`src/rtl/mewt_pkg.sv`:
```
`default_nettype none
package mewt_pkg;

    // default table geometry
    localparam int TABLE_ENTRIES_DEF = 4096;
    localparam int PROBE_LIMIT_DEF   = 4096;

    // hash mixing constants
    localparam logic [63:0] MIX_GOLDEN = 64'h9E3779B97F4A7C15;
    localparam logic [63:0] MIX_C1     = 64'hFF51AFD7ED558CCD;
    localparam logic [63:0] MIX_C2     = 64'hC4CEB9FE1A85EC53;

    localparam logic [16:0] WEIGHT_MAX = 17'd65536;

    // request commands
    localparam logic CMD_HASH = 1'b0;
    localparam logic CMD_READ = 1'b1;

    // result kinds
    localparam logic KIND_EDGE = 1'b0;
    localparam logic KIND_SLOT = 1'b1;

    // one table slot as stored in memory
    typedef struct packed {
        logic        valid;
        logic [63:0] smaller;
        logic [63:0] larger;
        logic [16:0] weight;
        logic [15:0] last_asm;
    } mewt_entry_t;

    // one result item
    typedef struct packed {
        logic        result_kind;
        logic        edge_present;
        logic [63:0] smaller_hash;
        logic [63:0] larger_hash;
        logic [16:0] edge_weight;
        logic        newly_inserted;
        logic        table_overflow;
    } mewt_rsp_t;

endpackage
`default_nettype wire

```
`src/rtl/mewt_hash.sv`:
```
`default_nettype none
module mewt_hash import mewt_pkg::*; #(
    parameter int TABLE_ENTRIES = TABLE_ENTRIES_DEF
) (
    input  wire logic                             clk,
    input  wire logic                             rst_n,
    input  wire logic                             start,
    input  wire logic [63:0]                      lo,
    input  wire logic [63:0]                      hi,
    output logic                                  done,
    output logic      [$clog2(TABLE_ENTRIES)-1:0] slot
);

    localparam int  IDX_W = $clog2(TABLE_ENTRIES);
    localparam bit  POW2  = (TABLE_ENTRIES & (TABLE_ENTRIES - 1)) == 0;
    // 2^32 mod N folds the upper word, floor(2^64 / N) estimates the quotient
    localparam logic [31:0] FOLD_R = 32'(64'h1_0000_0000 % 64'(TABLE_ENTRIES));
    localparam logic [63:0] RECIP  = 64'hFFFF_FFFF_FFFF_FFFF / 64'(TABLE_ENTRIES);
    localparam logic [31:0] MOD_N  = 32'(TABLE_ENTRIES);

    typedef enum logic [3:0] {
        H_IDLE = 4'b0001,
        H_MIX  = 4'b0010,
        H_MOD  = 4'b0100,
        H_DONE = 4'b1000
    } hstate_t;

    hstate_t          state_reg, state_next;
    logic [63:0]      x_reg, x_next;
    logic [63:0]      acc_reg, acc_next;
    logic [63:0]      lo_reg, lo_next;
    logic [3:0]       step_reg, step_next;
    logic             round_reg, round_next;
    logic [IDX_W-1:0] rem_reg, rem_next;

    logic [63:0] coef;
    logic [31:0] mul_a, mul_b;
    logic [63:0] prod;
    logic [63:0] xs;

    // shared 32x32 multiplier, three partial products per 64-bit multiply
    assign coef  = (step_reg < 4'd4) ? MIX_C1 : MIX_C2;
    assign prod  = mul_a * mul_b;
    assign xs    = x_reg ^ (x_reg >> 33);

    // multiplier operands for mixing and for the remainder
    always_comb
    begin
        if (state_reg == H_MOD)
        begin
            case (step_reg)
                4'd0, 4'd1, 4'd2, 4'd3:
                begin
                    mul_a = x_reg[63:32];
                    mul_b = FOLD_R;
                end
                4'd4:
                begin
                    mul_a = x_reg[31:0];
                    mul_b = RECIP[31:0];
                end
                4'd5:
                begin
                    mul_a = x_reg[31:0];
                    mul_b = RECIP[63:32];
                end
                default:
                begin
                    mul_a = acc_reg[63:32];
                    mul_b = MOD_N;
                end
            endcase
        end
        else
        begin
            mul_a = (step_reg == 4'd3 || step_reg == 4'd7) ? x_reg[63:32] : x_reg[31:0];
            mul_b = (step_reg == 4'd2 || step_reg == 4'd6) ? coef[63:32] : coef[31:0];
        end
    end

    assign done = (state_reg == H_DONE);
    assign slot = POW2 ? x_reg[IDX_W-1:0] : rem_reg;

    always_comb
    begin
        state_next = state_reg;
        x_next     = x_reg;
        acc_next   = acc_reg;
        lo_next    = lo_reg;
        step_next  = step_reg;
        round_next = round_reg;
        rem_next   = rem_reg;
        case (state_reg)
            H_IDLE:
            begin
                if (start)
                begin
                    x_next     = hi + MIX_GOLDEN;
                    lo_next    = lo;
                    step_next  = '0;
                    round_next = 1'b0;
                    state_next = H_MIX;
                end
            end
            H_MIX:
            begin
                step_next = step_reg + 4'd1;
                case (step_reg)
                    4'd0, 4'd4: x_next = xs;
                    4'd1, 4'd5: acc_next = prod;
                    4'd2, 4'd6: acc_next = acc_reg + {prod[31:0], 32'd0};
                    4'd3, 4'd7: x_next = acc_reg + {prod[31:0], 32'd0};
                    default:
                    begin
                        step_next = '0;
                        if (!round_reg)
                        begin
                            x_next     = lo_reg ^ xs;
                            round_next = 1'b1;
                        end
                        else
                        begin
                            x_next     = xs;
                            rem_next   = '0;
                            state_next = POW2 ? H_DONE : H_MOD;
                        end
                    end
                endcase
            end
            H_MOD:
            begin
                // four folds bring the value below 2^32, then quotient estimate
                // by reciprocal, back-multiply and one correcting subtract
                step_next = step_reg + 4'd1;
                case (step_reg)
                    4'd0, 4'd1, 4'd2, 4'd3: x_next = prod + {32'd0, x_reg[31:0]};
                    4'd4: acc_next = prod;
                    4'd5: acc_next = prod + {32'd0, acc_reg[63:32]};
                    4'd6: x_next = {32'd0, x_reg[31:0] - prod[31:0]};
                    default:
                    begin
                        rem_next   = (x_reg[31:0] >= MOD_N) ? IDX_W'(x_reg[31:0] - MOD_N)
                                                            : IDX_W'(x_reg[31:0]);
                        state_next = H_DONE;
                    end
                endcase
            end
            H_DONE:
            begin
                state_next = H_IDLE;
            end
            default:
            begin
                state_next = H_IDLE;
            end
        endcase
    end

    // control state
    always_ff @(posedge clk or negedge rst_n)
    begin
        if (!rst_n)
        begin
            state_reg <= H_IDLE;
        end
        else
        begin
            state_reg <= state_next;
        end
    end

    // datapath
    always_ff @(posedge clk)
    begin
        x_reg     <= x_next;
        acc_reg   <= acc_next;
        lo_reg    <= lo_next;
        step_reg  <= step_next;
        round_reg <= round_next;
        rem_reg   <= rem_next;
    end

endmodule
`default_nettype wire

```
`config.mk`:
```
export PLATFORM = sky130hd
export DESIGN_NAME = mewt_hash
export DESIGN_NICKNAME = d
export VERILOG_FILES = /design/src/rtl/mewt_pkg.sv /design/src/rtl/mewt_hash.sv
export SDC_FILE = /design/constraint.sdc
export NUM_CORES = 2
export LEC_CHECK = 0
export ABC_CLOCK_PERIOD_IN_PS = 14500
export BUFFER_PORTS_ARGS = -buffer_cell sky130_fd_sc_hd__buf_2
export CAP_MARGIN = 20
export CORE_MARGIN = 8
export CORE_UTILIZATION = 40
export DETAILED_ROUTE_END_ITERATION = 8
export PLACE_DENSITY = 0.56
export SLEW_MARGIN = 5
export SYNTH_ARGS = -nofsm -noshare
export SYNTH_HDL_FRONTEND = slang
export SYNTH_SLANG_ARGS = --single-unit
```
`constraint.sdc`:
```
create_clock -name clk -period 14.5 [get_ports clk]
set_clock_uncertainty 0.15 [all_clocks]
set_input_delay 2.9 -clock clk [delete_from_list [all_inputs] [get_ports clk]]
set_output_delay 2.9 -clock clk [all_outputs]
set_load 0.03 [all_outputs]
```
Yosys cells after proc, flatten, opt, wreduce, memory -nomap -nowiden. Index checks and enable logic that the tools add are counted.

Bits in registers: 201. Input port bits: 131. Output and inout port bits: 13. Logic and storage cells: 82.

Add/subtract/negate cells: 6. Multipliers: 1. Magnitude comparators: 1. Equality and inequality tests: 19. Multiplexer cells: 26. Bitwise logic cells: 2. Reductions and logical operators: 21.

Operator list (number): 64-bit case mux with 2 select lines (4); 64-bit case mux with 3 select lines (2); 64-bit by 32-bit adder with 64-bit output (2); 32-bit two-way mux (4); 64-bit two-way mux (2); 32-bit case mux with 3 select lines (1); 64-bit adder (1); 64-bit adder, second input constant (1); 32-bit by 32-bit multiplier with 64-bit output (1); 32-bit case mux with 2 select lines (1); 64-bit by 31-bit XOR with 64-bit output (1); 64-bit XOR (1); 62-bit two-way mux (1); 32-bit subtractor (1); 4-bit two-way mux (6); 4-bit case mux with 3 select lines (2); 4-bit by 3-bit == test with 1-bit output, second input constant (5); 4-bit by 2-bit == test with 1-bit output, second input constant (3); 2-bit != test, second input constant (5); 2-bit OR reduction (5); 4-bit by 1-bit == test with 1-bit output, second input constant (2); 4-bit AND reduction (2); 4-bit OR reduction (2); 8-bit OR reduction (1); 14 further kinds (20).

Longest topological paths before layout.
Depth after elaboration: 8. Depth in mapped cells: 43. Depth with buffers taken out: 39.

Worst setup path before layout. OpenSTA, ideal clock, no wires.

Path kind: reg2reg. Start: register step_reg[0]. End: register acc_reg[62] (data pin). Setup time: 0.163 ns. Data arrival time: 9.884 ns. Data required time: 14.187 ns. Slack: 4.303 ns. Stages on the path, launching flop included: 43. Path buffers: 4. Clock period less this slack: 10.197 ns. Path through: edfxtp_1 > inv_1 > ha_1 > nor2b_1 > inv_1 > clkbuf_1 > clkbuf_1 > ha_1 > clkbuf_1 > clkbuf_1 > nor2_1 > fa_1 > inv_1 > fa_1 > inv_1 > fa_1 > inv_1 > fa_1 > (+7 left out) > ha_1 > a21oi_1 > o21ai_0 > o2111a_1 > o31ai_1 > nand2_1 > a21oi_1 > xnor2_1 > ha_1 > and3_1 > and3_1 > and3_1 > a32o_1 > a21oi_1 > a21oi_1 > o21a_1 > or2_2 > o221ai_1.

Word-level cells in the longest chain between the ends: 8. Elaborated cells between the ends (all ways): 28. Those cells by class: add/sub (2); mul (1); order compare (1); eq/ne (7); mux (10); reduce/logical (7).

Ends and longest elaborated chain: from (decl) (RTL line mewt_hash.sv:32) `logic [3:0] step_reg, step_next;`; from (signal assigned) (RTL line mewt_hash.sv:178) `step_reg <= step_next;`; 4-bit by 3-bit less-than comparator with 1-bit output, or another cell as far along (RTL line mewt_hash.sv:42) `assign coef = (step_reg < 4'd4) ? MIX_C1 : MIX_C2;`; 62-bit two-way mux, or another cell as far along (RTL line mewt_hash.sv:42); 32-bit two-way mux, or another cell as far along (RTL line mewt_hash.sv:77) `mul_b = (step_reg == 4'd2 || step_reg == 4'd6) ? coef[63:32] : coef[31:0];`; 32-bit two-way mux (RTL line mewt_hash.sv:49) `if (state_reg == H_MOD)`; 32-bit by 32-bit multiplier with 64-bit output (RTL line mewt_hash.sv:43) `assign prod = mul_a * mul_b;`; 64-bit by 32-bit adder with 64-bit output or 64-bit adder (tied branches) (RTL line mewt_hash.sv:138, mewt_hash.sv:111); 64-bit case mux with 2 select lines, on equally long branches (RTL line mewt_hash.sv:135, mewt_hash.sv:108); 64-bit case mux with 2 select lines (*) (RTL line mewt_hash.sv:93) `case (state_reg)`; named net acc_next[62] (RTL line mewt_hash.sv:30) `logic [63:0] acc_reg, acc_next;`; to (signal assigned) (RTL line mewt_hash.sv:176) `acc_reg <= acc_next;`; to (decl) (RTL line mewt_hash.sv:30).

The timed path passes the listed nets; every way through them passes the cells marked *. A chain may end at the register's enable or synchronous reset.

Worst setup path after layout.
Start: register step_reg[0]. End: register acc_reg[61] (data pin).

The elaborated chain is that of the path after synthesis.

==> impl_metrics.json <==
{
  "cpLargestDelayFamily": "adder cells",
  "layout.nets": 5662,
  "cts_tree": "yes",
  "clk_pin_slew_worst_paths_ps": 70,
  "globalRouteOverflowTotal": 0,
  "cts.sinks": 200,
  "timing.critical_path.mode_cell": "fa_1",
  "dr.pass1.iters": 6,
  "dieArea_mm2": 0.115,
  "slew_headroom_pct": 23.5,
  "syn-num-nets": 5588,
  "vias": 31000,
  "synthArstFlopShare_pct": 1.50,
  "syn_avg_cell_area_um2": 9.84,
  "worst-path-buf-inv": 5,
  "detail_route.iter0.violations": 3018,
  "worst_setup_path_start_kind": "flip-flop",
  "mostFrequentLayoutCells": "inv_1, fa_1, nand2_1",
  "die_h_um": 340,
  "worstMarginPinSlew_ps": 1140,
  "cts_resized": 0,
  "grt_max_degree": 74,
  "grt.total_usage_pct": 24.8,
  "met1_length_um": 63100,
  "die_x_um": 340,
  "synth_top_area_cell": "fa_1",
  "area_delta_synth_final_pct": 6.90,
  "initial_core_util_pct": 40.4,
  "fin_crit_ps": 12530,
  "status": "complete, no violations",
  "yosys_warnings": 0,
  "clock_latency_ps": 460,
  "crit_fanout": 73,
  "netlist_top_cells_area": "fa_1, edfxtp_1, ha_1",
  "synth_edf_count": 197,
  "gp_congestion": 0.975,
  "cts_buffer_depth": 2,
  "cpMaxStageDelayCell": "mux2i_1",
  "routed_wl_um": 143000,
  "synthFlopType": "edfxtp_1",
  "synth.yosys.seq_area_share_pct": 14.3,
  "hold_class": "reg2reg",
  "netlist_instances": 4260,
  "cts_max_level": 4,
  "finalSetupTns_ps": 0,
  "setup_viol": 0,
  "drv_cap": 0,
  "hold_buffers": 0,
  "wire_per_inst_um": 25.0,
  "layout_commonest_cell": "inv_1",
  "grt_pass1_vias": 32200,
  "antenna_cells": 0,
  "post_cts_buffers": 0,
  "dp_hpwl_um": 126000,
  "critical_path_class": "reg2reg",
  "met2_length_um": 64000,
  "worstPathRequired_ps": 14640,
  "synth_top_area_share_pct": 41.2,
  "hold_ws_ps": 451,
  "top_layer_used": "met4",
  "synthDistinctLibCells": 87,
  "finalHoldViolations": 0,
  "crit_arrival_ps": 12670,
  "max_stage_delay_ps": 800,
  "antenna_found_initial": 4,
  "core_area_mm2": 0.104,
  "critPathCaptureType": "flip-flop",
  "route.antenna.remaining_nets": 0,
  "timing.final.crit_share_pct": 86.4,
  "ios": 144,
  "wl_met3_um": 10500,
  "viasPerCell": 5.41,
  "numCtsBuffers": 17,
  "fmax_mhz": 79.8,
  "io_buffers": 143,
  "rsz0062_at_grt": "false",
  "synth_area_mm2": 0.0419,
  "grt_pass1_wl_um": 214000,
  "drive_above_1_share_pct": 6.05,
  "drc": 0,
  "clockRootBuffer": "clkbuf_16",
  "row_count": 118,
  "ys_ff_latch": 200,
  "slew_viol_final": 0
}
[layout make-up]
cell class | instances | area, µm²
timing repair buffer | 190 | 1100
multi-input combinational | 2957 | 31800
fill | 10300 | 58900
clock inverter | 13 | 128
inverter | 968 | 3630
sequential | 200 | 5990
clock buffer | 19 | 433
tap | 1380 | 1730
[metrics by stage]
stage / setup slack [ps] / std cells / instance area, µm² / utilization (%)
2_1_floorplan: 4300 / 4260 / 41900 / -
3_3_place_gp: 2030 / 5693 / 44200 / 42.6
3_5_place_dp: 2130 / 5695 / 44200 / 42.7
4_1_cts: 2060 / 5727 / 44800 / 43.2
5_1_grt: 1350 / 5727 / 44800 / 43.2
6_report: 1970 / 5727 / 44800 / 43.2
[routing by layer]
layer / vias up / track usage, %
li1: 13500 / -
met1: 15900 / 36.6
met2: 1373 / 38.0
met3: 206 / 2.85
met4: 0 / 8.18
met5: - / 0
[final timing paths]
check / from / endpoint / slack, ps / depth (start not counted)
max: step_reg[0] / acc_reg[61] / 1970 / 32
min: state_reg[3] / state_reg[1] / 450 / 1
max reg2reg: step_reg[0] / acc_reg[61] / 1970 / 32
min reg2reg: state_reg[3] / state_reg[1] / 450 / 1
max in group asynchronous: rst_n / state_reg[0] / 11930 / 1
min in group asynchronous: rst_n / state_reg[1] / 2080 / 1
[Yosys cell counts, types with 80 or more instances]
master    number
xor2_1        88
edfxtp_1     197
inv_1        951
a21oi_1      201
clkbuf_1     103
o21ai_0       80
nor2_1       274
and2_1        95
fa_1         862
xnor2_1      111
ha_1         335
nand2_1      342
[worst register-to-register path: cells and delay by family, from the launching register on]
kind / cells / cell delay, ps
compound gates: 7 / 1440
mux: 1 / 870
buf+inv: 5 / 1310
xor+xnor: 2 / 1090
fa+ha+maj: 11 / 5230
flops: 1 / 440
simple gates: 6 / 1820
[kinds of logic (layout without fill, tap and decap cells)]
| kind of cell | count (synthesis) | after routing | synth area share, % |
|---|---|---|---|
| AND/OR/NAND/NOR | 929 | 929 | 10.2 |
| buffers and inverters | 1103 | 1190 | 10.0 |
| XOR/XNOR | 200 | 200 | 4.21 |
| multiplexers | 23 | 23 | 0.549 |
| flip-flops | 200 | 200 | 14.3 |
| adder cells (fa/ha/maj) | 1197 | 1197 | 51.2 |
| AO/OA/AOI/OAI | 607 | 607 | 9.51 |
| other | 1 | 1 | 0.00895 |
Power is not shown: default switching activity piles up to over one toggle a cycle in this logic, so the estimate is an artifact.
