===== config.mk =====
export PLATFORM = sky130hd
export DESIGN_NAME = mewt_ram
export DESIGN_NICKNAME = d
export VERILOG_FILES = /design/src/rtl/mewt_ram.sv
export SDC_FILE = /design/constraint.sdc
export NUM_CORES = 1
export LEC_CHECK = 0
export ABC_AREA = 1
export BUFFER_PORTS_ARGS = -buffer_cell sky130_fd_sc_hd__buf_2
export CAP_MARGIN = 10
export CORE_MARGIN = 10
export CORE_UTILIZATION = 40
export DETAILED_ROUTE_END_ITERATION = 8
export SLEW_MARGIN = 20
export SYNTH_ARGS = -nofsm -noshare
export SYNTH_HDL_FRONTEND = slang
export SYNTH_SLANG_ARGS = --single-unit

===== constraint.sdc =====
create_clock -name clk -period 1.5 [get_ports clk]
set_input_delay 0.3 -clock clk [delete_from_list [all_inputs] [get_ports clk]]
set_output_delay 0.3 -clock clk [all_outputs]
set_load 0.03 [all_outputs]

===== src/rtl/mewt_ram.sv =====
`default_nettype none
module mewt_ram #(
    parameter int WIDTH = 8,
    parameter int DEPTH = 16
) (
    input  wire logic                     clk,
    input  wire logic                     we,
    input  wire logic [$clog2(DEPTH)-1:0] waddr,
    input  wire logic [WIDTH-1:0]         wdata,
    input  wire logic [$clog2(DEPTH)-1:0] raddr,
    output logic      [WIDTH-1:0]         rdata
);

    logic [WIDTH-1:0] mem [DEPTH];

    // one write port, registered read port
    always_ff @(posedge clk)
    begin
        if (we)
        begin
            mem[waddr] <= wdata;
        end
        rdata <= mem[raddr];
    end

endmodule
`default_nettype wire


; Word-level counts from Yosys, hierarchy flattened
; Memory sizes are Yosys's and may differ from the RTL's. A register that Yosys moved wholly into a read port is not among the register bits.
; Cells that the tools add are included.
[op_classes]
n_reduce_logical = 0
shift = 0
addsub = 0
n_mul = 0
div = 0
n_lt_le_gt_ge = 0
n_eq_ne = 0
n_bitwise = 0
muxes = 2
[ops]
columns = op, n
row1 = 1-bit 2-to-1 mux, 2
[totals]
mem_bits_ro = 0
out_inout_bits = 8
ramBits = 128
mem_count = 1
input_bits = 18
latchBits = 0
wordCells = 3
reg_bits = 0
[mem_list]
columns = memory, depth, width, read_ports, rd_clocked_by_memory_dff, write_ports, line
row1 = mem, 16, 8, 1, 1, 1, 14  ; logic [WIDTH-1:0] mem [DEPTH];

; Logic depth before layout (Yosys ltp)
; Gate-level depths: netlist (run 1).
[depth]
word_depth = 2
mapped_depth = 8
mapped_depth_nobuf = 7

; Least setup slack after synthesis (run 1)
; No wires, ideal clock.
[synth_path]
path_kind = input -> register
from = input port waddr[2]
to = memory mem[10][0], enable pin
required_time_ps = 1130
slack_ps = 249
path_stages = 2
n_path_buf = 0
setup_ps = 370
arrival_ps = 881
cell_sequence = nand3b_1 > nor2_1
[synth_rtl]
columns = element, line
row1 = "start, declared", 8  ; input wire logic [$clog2(DEPTH)-1:0] waddr,
row2 = "end, declared", 14
; No word-level cell before the write port.

; Worst setup path after layout (run 1)
[layout_path]
from = register rdata[7], read port of mem
to = output port rdata[7]
[layout_rtl]
columns = element, line
row1 = "start, declared", 11  ; output logic [WIDTH-1:0] rdata
; No word-level cell between the ends.

==> results.json, run 1 <==
{
  "async_flop_share_pct": 0,
  "criticalPathCategory": "flip-flop to primary output",
  "overflow": 0,
  "setup_viol_count_final": 0,
  "wirelength_um": 13300,
  "avgSynthCellArea_um2": 10.5,
  "antenna_found_initial": 0,
  "combPwrFrac_pct": 6.2,
  "synth.largest_area_cell": "edfxtp_1",
  "placed_area_um2": 6180,
  "die-area_um2": 19600,
  "fin_crit_ns": 1.30,
  "grt_pass1_vias": 3722,
  "switching_share_pct": 21.2,
  "antenna_left": 0,
  "cts_tree": "built",
  "cp-start-kind": "flip-flop",
  "viasPerCell": 4.85,
  "status": "finished clean",
  "synth_ff_type": "edfxtp_1",
  "power.density_nw_per_um2": 1370,
  "holdWs_ns": 0.247,
  "track_usage_pct": 13.8,
  "io_buffers": 25,
  "drt-initial-drc-count": 409,
  "path_cells": "buf_2",
  "synth.top_cells.by_count": "nand2_1, edfxtp_1, inv_1, nand3_1, nor2_1",
  "post-place-ws_ns": 0.113,
  "finalNonFillerCells": 790,
  "path_delay_family": "flip-flops",
  "clock_latency_ns": 0.42,
  "tightest_slew_ns": 0.393,
  "core_um2": 14000,
  "cp.buffers_inverters": 1,
  "stdcell_area_um2": 6820,
  "fin_nets": 615,
  "fp.dieH_um": 140,
  "start_util_pct": 41.2,
  "path_max_fanout": 1,
  "firstDrtPassIters": 5,
  "cts_max_level": 4,
  "synth.cell_area_um2": 5770,
  "routedWlPerCell_um": 16.8,
  "grt_pass1_wl_um": 20900,
  "gp_congestion": 0.825,
  "maxCapViolations": 0,
  "fin_setup_tns_ns": 0,
  "pwr-share-clk_pct": 48.0,
  "dp_hpwl_um": 8180,
  "n_antenna_cell": 0,
  "clockBufferDepth": 2,
  "power_leakage_nw": 2.97,
  "clockRootBuffer": "clkbuf_16",
  "synth_edf_count": 128,
  "fp.dieW_um": 140,
  "worst_hold_path_type": "primary input to flip-flop",
  "syn_inst": 551,
  "fin_worst_skew_ns": 0.00874,
  "clk_pin_slew_ns": 0.06,
  "cts_resized": 0,
  "drive_gt1_share_pct": 13.6,
  "ir_drop_mv": 0.691,
  "hold_buffers": 0,
  "area_growth_pct": 18.2,
  "rsz0062_at_grt": "false",
  "cts_sinks": 136,
  "slew_violations": 0,
  "max_clock_freq_mhz": 767,
  "synth_top_area_share_pct": 66.7,
  "cts_buffers": 17,
  "worst_slack_ns": 0.196,
  "yosys_warnings": 0,
  "switchingPower_mw": 1.98,
  "yosysSeqAreaShare_pct": 69.4,
  "drc": 0,
  "max-slew-margin-rel_pct": 73.8,
  "routed-via-count": 3830,
  "internal-power_mw": 7.35,
  "synth_fp_nets": 569,
  "worstPathArrival_ns": 1.00,
  "end_kind": "primary output",
  "cp_slowest_cell": "dfxtp_1",
  "critPathMaxStageDelay_ns": 0.37,
  "post_cts_buffers": 0,
  "synth.most_common_cell": "nand2_1",
  "ys_ff_latch": 136,
  "io_pins": 26,
  "row_count": 43,
  "required_ns": 1.20,
  "power.share.sequential_pct": 45.8,
  "grt_max_degree": 65,
  "ys_top_cells_by_area": "edfxtp_1, nand2_1, nand3_1, inv_1, dfxtp_1",
  "period_share_pct": 86.9,
  "ys_types": 12,
  "post-place-cells": 758,
  "finalHoldViolCount": 0
}
## layout make-up
cell class / count / area, um^2
Clock buffer: 18 / 429
Clock inverter: 14 / 205
Fill cell: 1261 / 7170
Inverter: 102 / 383
Multi-Input combinational cell: 289 / 1210
Sequential cell: 136 / 4000
Tap cell: 180 / 225
Timing Repair Buffer: 51 / 358
## through the flow
step | util (%) | power (mW)
final | 48.7 | 9.33
after global routing | 48.7 | 9.60
after CTS | 48.7 | 9.38
after detailed placement | 44.2 | 4.94
after global placement | 44.2 | 4.93
after floorplan | - | 4.70
## routing by layer
| layer | global-route usage, % | up-vias | routed length, um |
|---|---|---|---|
| li1 | - | 1867 | - |
| met1 | 18.0 | 1829 | 6010 |
| met2 | 21.5 | 120 | 6280 |
| met3 | 3.11 | 14 | 729 |
| met4 | 5.71 | 0 | 254 |
| met5 | 0 | - | 0 |
## cells in the final DEF (no fill, tap or decap), types with 2 or more instances in the layout
master	synthesis	routed
nor2_1	17	17
clkinv_2	0	4
inv_2	2	2
clkbuf_16	0	17
bufinv_16	0	5
buf_2	13	25
nand2_1	173	173
buf_12	0	3
nand3_1	97	97
inv_1	100	100
edfxtp_1	128	128
dfxtp_1	8	8
clkinvlp_4	0	3
buf_4	4	23
nand3b_1	2	2
## registers in the layout, indices dropped and copies added, names as in the netlist
signal	count
rdata	8
mem	128
## power groups by stage
| stage | registers [mW] | logic [mW] | clock network, mW |
|---|---|---|---|
| 6_report | 4.27 | 0.581 | 4.47 |
| 5_1_grt | 4.28 | 0.644 | 4.67 |
| 4_1_cts | 4.27 | 0.586 | 4.52 |
| 3_5_place_dp | 4.35 | 0.582 | 0 |
| 3_3_place_gp | 4.35 | 0.577 | 0 |
| 2_1_floorplan | 4.40 | 0.300 | 0 |
## path summary, 6_finish.rpt
kind,start,slack [ns],to,depth (start not counted)
min,raddr[3],0.25,rdata[5],3
max,rdata[7],0.20,rdata[7],1
min reg2reg,mem[10][7],0.67,rdata[7],6
max reg2reg,mem[3][2],0.48,rdata[2],6
## cell families (layout without fill, tap and decap cells)
logic type    count (synthesis)  in the layout  synth area share, %
buf+inv                     126            185                 9.52
flops                       136            136                 69.4
simple gates                289            289                 21.0
No activity file was read; power rests on OpenSTA's default activity.
==> run 2, diff against run 1 <==
==> constraint.sdc (replaced) <==
create_clock -name clk -period 1.5 [get_ports clk]
set_input_delay 0.15 -clock clk [delete_from_list [all_inputs] [get_ports clk]]
set_output_delay 0.15 -clock clk [all_outputs]
set_load 0.03 [all_outputs]
==> run 2 against run 1 <==
Against the previous run: power shrank 1.0%; via count shrank 0.16%; clock skew shrank 0.0049 ns; register-to-register slack is essentially flat; wire length shrank 0.12%; critical path depth is the same; combinational power shrank 2%; global-route usage grew 0.22 points; cell area shrank 0.61%; die area is the same; critical endpoint unchanged.
==> results.json, run 2 (synthesized netlist as in run 1, its figures left out) <==
{
  "area_growth_pct": 17.5,
  "grt_pass1_wl_um": 21200,
  "power.density_nw_per_um2": 1360,
  "timing.rr.start": "mem[7][5]",
  "viasPerCell": 4.86,
  "cts_sinks": 136,
  "row_count": 43,
  "drc": 0,
  "slew_violations": 0,
  "fillerInstances": 1302,
  "clock_latency_ns": 0.42,
  "antenna_left": 0,
  "max_clock_freq_mhz": 884,
  "post_cts_buffers": 0,
  "firstDrtPassIters": 5,
  "n_antenna_cell": 0,
  "status": "finished clean",
  "fin_crit_ns": 1.13,
  "power_mw": 9.23,
  "fp.dieH_um": 140,
  "cp.buffers_inverters": 1,
  "holdPathStages": 3,
  "stdcell_area_um2": 6780,
  "power_leakage_nw": 2.95,
  "worstPathArrival_ns": 0.98,
  "wirelength_um": 13300,
  "grt_pass1_vias": 3748,
  "ir_drop_mv": 0.634,
  "start_util_pct": 41.2,
  "clockRootBuffer": "clkbuf_16",
  "r2r_setup_slack_ns": 0.49,
  "cts_resized": 0,
  "cts_tree": "built",
  "final_common_cell": "nand2_1",
  "placed_area_um2": 6160,
  "tightest_slew_ns": 0.577,
  "clockBufferDepth": 2,
  "period_share_pct": 75.4,
  "antenna_found_initial": 0,
  "die-area_um2": 19600,
  "overflow": 0,
  "gp_congestion": 0.828,
  "max-slew-margin-rel_pct": 61.5,
  "drive_gt1_share_pct": 13.0,
  "core_um2": 14000,
  "r2r_end": "rdata[5]",
  "hp-start": "raddr[3]",
  "path_delay_family": "flip-flops",
  "end_kind": "primary output",
  "path_depth": 1,
  "track_usage_pct": 14.0,
  "path_cells": "buf_2",
  "largest_reg_flops": 128,
  "fin_setup_tns_ns": 0,
  "fin_worst_skew_ns": 0.00380,
  "fin_nets": 613,
  "maxCapViolations": 0,
  "clk_pin_slew_ns": 0.05,
  "routed-via-count": 3824,
  "dp_hpwl_um": 8110,
  "cts_max_level": 4,
  "worst_hold_path_type": "primary input to flip-flop",
  "setup_viol_count_final": 0,
  "required_ns": 1.35,
  "drt-initial-drc-count": 391,
  "cts_buffers": 17,
  "finalHoldViolCount": 0,
  "regMostFlops": "mem",
  "path_max_fanout": 1,
  "hold-path-endpoint": "rdata[1]",
  "cp-start-kind": "flip-flop",
  "grt_max_degree": 65,
  "critPathMaxStageDelay_ns": 0.35,
  "routedWlPerCell_um": 16.8,
  "r2r_cells": 6,
  "hold_buffers": 0,
  "reg_top3": "mem x128, rdata x8",
  "io_pins": 26,
  "rsz0062_at_grt": "false",
  "cp_slowest_cell": "dfxtp_1",
  "final_cell_mix": "nand2_1, edfxtp_1, inv_1",
  "fp.dieW_um": 140,
  "criticalPathCategory": "flip-flop to primary output",
  "io_buffers": 25
}
==> run 2: stage by stage <==
stage	worst slack (ns)	hold WS [ns]	cells	util [%]
after floorplan	0.399	0.249	551	-
after global placement	0.166	0.513	756	44.0
after detailed placement	0.139	0.517	756	44.0
after CTS	0.346	0.0781	787	48.4
after global routing	0.330	0.111	787	48.4
final	0.369	0.0891	787	48.4
==> run 2: worst max-delay path by stage <==
stage	start	endpoint	slack, ns
2_1_floorplan	waddr[2]	mem[10][0]	0.40
3_3_place_gp	raddr[2]	rdata[2]	0.17
3_5_place_dp	raddr[2]	rdata[2]	0.14
4_1_cts	rdata[7]	rdata[7]	0.35
5_1_grt	rdata[0]	rdata[0]	0.33
6_report	rdata[7]	rdata[7]	0.37
==> run 2: tightest hold or removal path, cell delays in order <==
cell and delay [ns]:
buf_2 0.17, nand3_1 0.10, nand2_1 0.04
==> run 2: final cells by class <==
| type | count | area, um^2 | area share, % |
|---|---|---|---|
| clock buffer | 22 | 474 | 7.00 |
| clock inverter | 9 | 146 | 2.16 |
| inverter | 102 | 383 | 5.65 |
| multi-input combinational | 289 | 1210 | 17.9 |
| sequential | 136 | 4000 | 59.1 |
| tap | 180 | 225 | 3.32 |
| timing repair buffer | 49 | 330 | 4.87 |
==> run 2: routing by layer <==
metal | vias up | global-route usage [%] | wire [um]
met5 | - | 0 | 0
li1 | 1858 | - | -
met2 | 116 | 22.0 | 6410
met3 | 15 | 3.31 | 662
met4 | 0 | 5.33 | 201
met1 | 1835 | 18.2 | 5980
==> run 2: report_power, final <==
| group | total, mW | switching (mW) | leakage [nW] | internal, mW |
|---|---|---|---|---|
| clock | 4.39 | 1.50 | 0.303 | 2.89 |
| sequential | 4.27 | 0.0241 | 1.22 | 4.25 |
| combinational | 0.571 | 0.410 | 1.43 | 0.161 |
| total | 9.23 | 1.93 | 2.95 | 7.30 |
==> run 3, diff against run 2 <==
- clock period: 1.5 -> 0.9 ns (I/O delays scaled with it)
==> run 3 against run 2 <==
Against the previous run: the run now ends with negative setup slack left; sequential share of layout area down 3.7 points; setup slack got worse by 0.46 ns; largest power group is now registers; highest routed layer unchanged; via count increased by 1.6%; sequential power rose by 67%; critical endpoint is now rdata[4]; non-clock buffer count is 10 higher; power grew 57%; register-to-register slack worse by 0.54 ns.
==> results.json, run 3 (synthesized netlist as in run 1, its figures left out) <==
{
  "gp_congestion": 0.822,
  "max-slew-margin-rel_pct": 70.5,
  "critPathMaxStageDelay_ns": 0.35,
  "post-place-ws_ns": -0.275,
  "internal-power_mw": 11.2,
  "routed-via-count": 3884,
  "cts_sinks": 136,
  "setup_viol_count_final": 14,
  "finalNonFillerCells": 798,
  "cp.buffers_inverters": 1,
  "overflow": 0,
  "fp.dieW_um": 140,
  "worst_hold_path_type": "primary input to flip-flop",
  "final_cell_mix": "nand2_1, edfxtp_1, inv_1",
  "antenna_left": 0,
  "max_clock_freq_mhz": 1010,
  "rsz0062_at_grt": "true",
  "cts_buffers": 17,
  "track_usage_pct": 13.6,
  "grt_pass1_vias": 3908,
  "regMostFlops": "mem",
  "finalHoldViolCount": 0,
  "ir_drop_mv": 1.15,
  "path_cells": "buf_6",
  "holdWs_ns": 0.0958,
  "fin_crit_ns": 0.993,
  "cp_slowest_cell": "dfxtp_2",
  "die-area_um2": 19600,
  "antenna_found_initial": 0,
  "grt_max_degree": 65,
  "drt-initial-drc-count": 264,
  "clock_latency_ns": 0.42,
  "path_delay_family": "flip-flops",
  "period_share_pct": 110,
  "status": "complete, but fails checks",
  "routedWlPerCell_um": 16.7,
  "path_max_fanout": 1,
  "grt_pass1_wl_um": 20600,
  "start_util_pct": 41.2,
  "viasPerCell": 4.87,
  "power.share.sequential_pct": 49.4,
  "tightest_slew_ns": 0.441,
  "io_buffers": 25,
  "fp.dieH_um": 140,
  "power.density_nw_per_um2": 2000,
  "cts_tree": "built",
  "clockRootBuffer": "clkbuf_16",
  "worst_slack_ns": -0.0929,
  "drive_gt1_share_pct": 28.2,
  "maxCapViolations": 0,
  "core_um2": 14000,
  "dp_hpwl_um": 8580,
  "final_common_cell": "nand2_1",
  "post_cts_buffers": 0,
  "slew_violations": 0,
  "violations": "negative setup slack",
  "cts_max_level": 4,
  "clockBufferDepth": 2,
  "fin_nets": 623,
  "post-place-cells": 766,
  "switchingPower_mw": 3.26,
  "firstDrtPassIters": 4,
  "switching_share_pct": 22.5,
  "clk_pin_slew_ns": 0.06,
  "drc": 0,
  "power_leakage_nw": 3.13,
  "cp-start-kind": "flip-flop",
  "reg_top3": "mem x128, rdata x8",
  "criticalPathCategory": "flip-flop to primary output",
  "required_ns": 0.81,
  "combPwrFrac_pct": 8.3,
  "area_growth_pct": 25.7,
  "worstPathArrival_ns": 0.90,
  "largest_reg_flops": 128,
  "wirelength_um": 13300,
  "fin_worst_skew_ns": 0.00838,
  "n_antenna_cell": 0,
  "end_kind": "primary output",
  "pwr-share-clk_pct": 42.3,
  "row_count": 43,
  "io_pins": 26
}
[run 3: area by class of cell]
cell class                      instances  area (um^2)
Fill cell                            1237         6740
Sequential cell                       136         4010
Multi-Input combinational cell        289         1570
Timing Repair Buffer                   59          531
Clock buffer                           23          478
Inverter                              102          383
Tap cell                              180          225
Clock inverter                          9         50.0
[run 3: timing repair]
item	in CTS	in global routing
gates cloned	0	0
endpoints found under the setup margin	16	16
pin swaps	27	26
hold buffers	0	0
gates resized for setup	62	29
[run 3: power groups by stage]
stage	logic (mW)	registers, mW	clock network, mW
2_1_floorplan	0.509	7.33	0
3_3_place_gp	1.03	7.26	0
3_5_place_dp	1.04	7.26	0
4_1_cts	1.16	7.15	6.17
5_1_grt	1.30	7.16	6.42
6_report	1.20	7.15	6.12
[run 3: through the flow]
| stage | area, um^2 | utilization, % | total power [mW] | setup TNS [ns] |
|---|---|---|---|---|
| finish | 7250 | 51.8 | 14.5 | -0.652 |
| global route | 7250 | 51.8 | 14.9 | -1.20 |
| CTS | 7110 | 50.8 | 14.5 | -0.792 |
| detailed placement | 6330 | 45.3 | 8.30 | -26.57 |
| global placement | 6330 | 45.3 | 8.29 | -25.35 |
| floorplan | 5790 | - | 7.84 | -11.03 |
[run 3: metal layers]
metal | routed length [um] | vias up | GRT usage (%)
li1 | - | 1880 | -
met5 | 0 | - | 0
met3 | 686 | 24 | 3.04
met2 | 6840 | 94 | 23.5
met4 | 293 | 0 | 5.87
met1 | 5480 | 1886 | 16.0
[run 3: worst paths after layout]
path | start | slack (ns) | cells past startpoint | end
worst max-delay path | rdata[4] | -0.09 | 1 | rdata[4]
worst min-delay path | wdata[6] | 0.1 | 1 | mem[11][6]
worst min register to register | mem[2][3] | 0.68 | 6 | rdata[3]
worst max register to register | mem[13][1] | -0.05 | 6 | rdata[1]
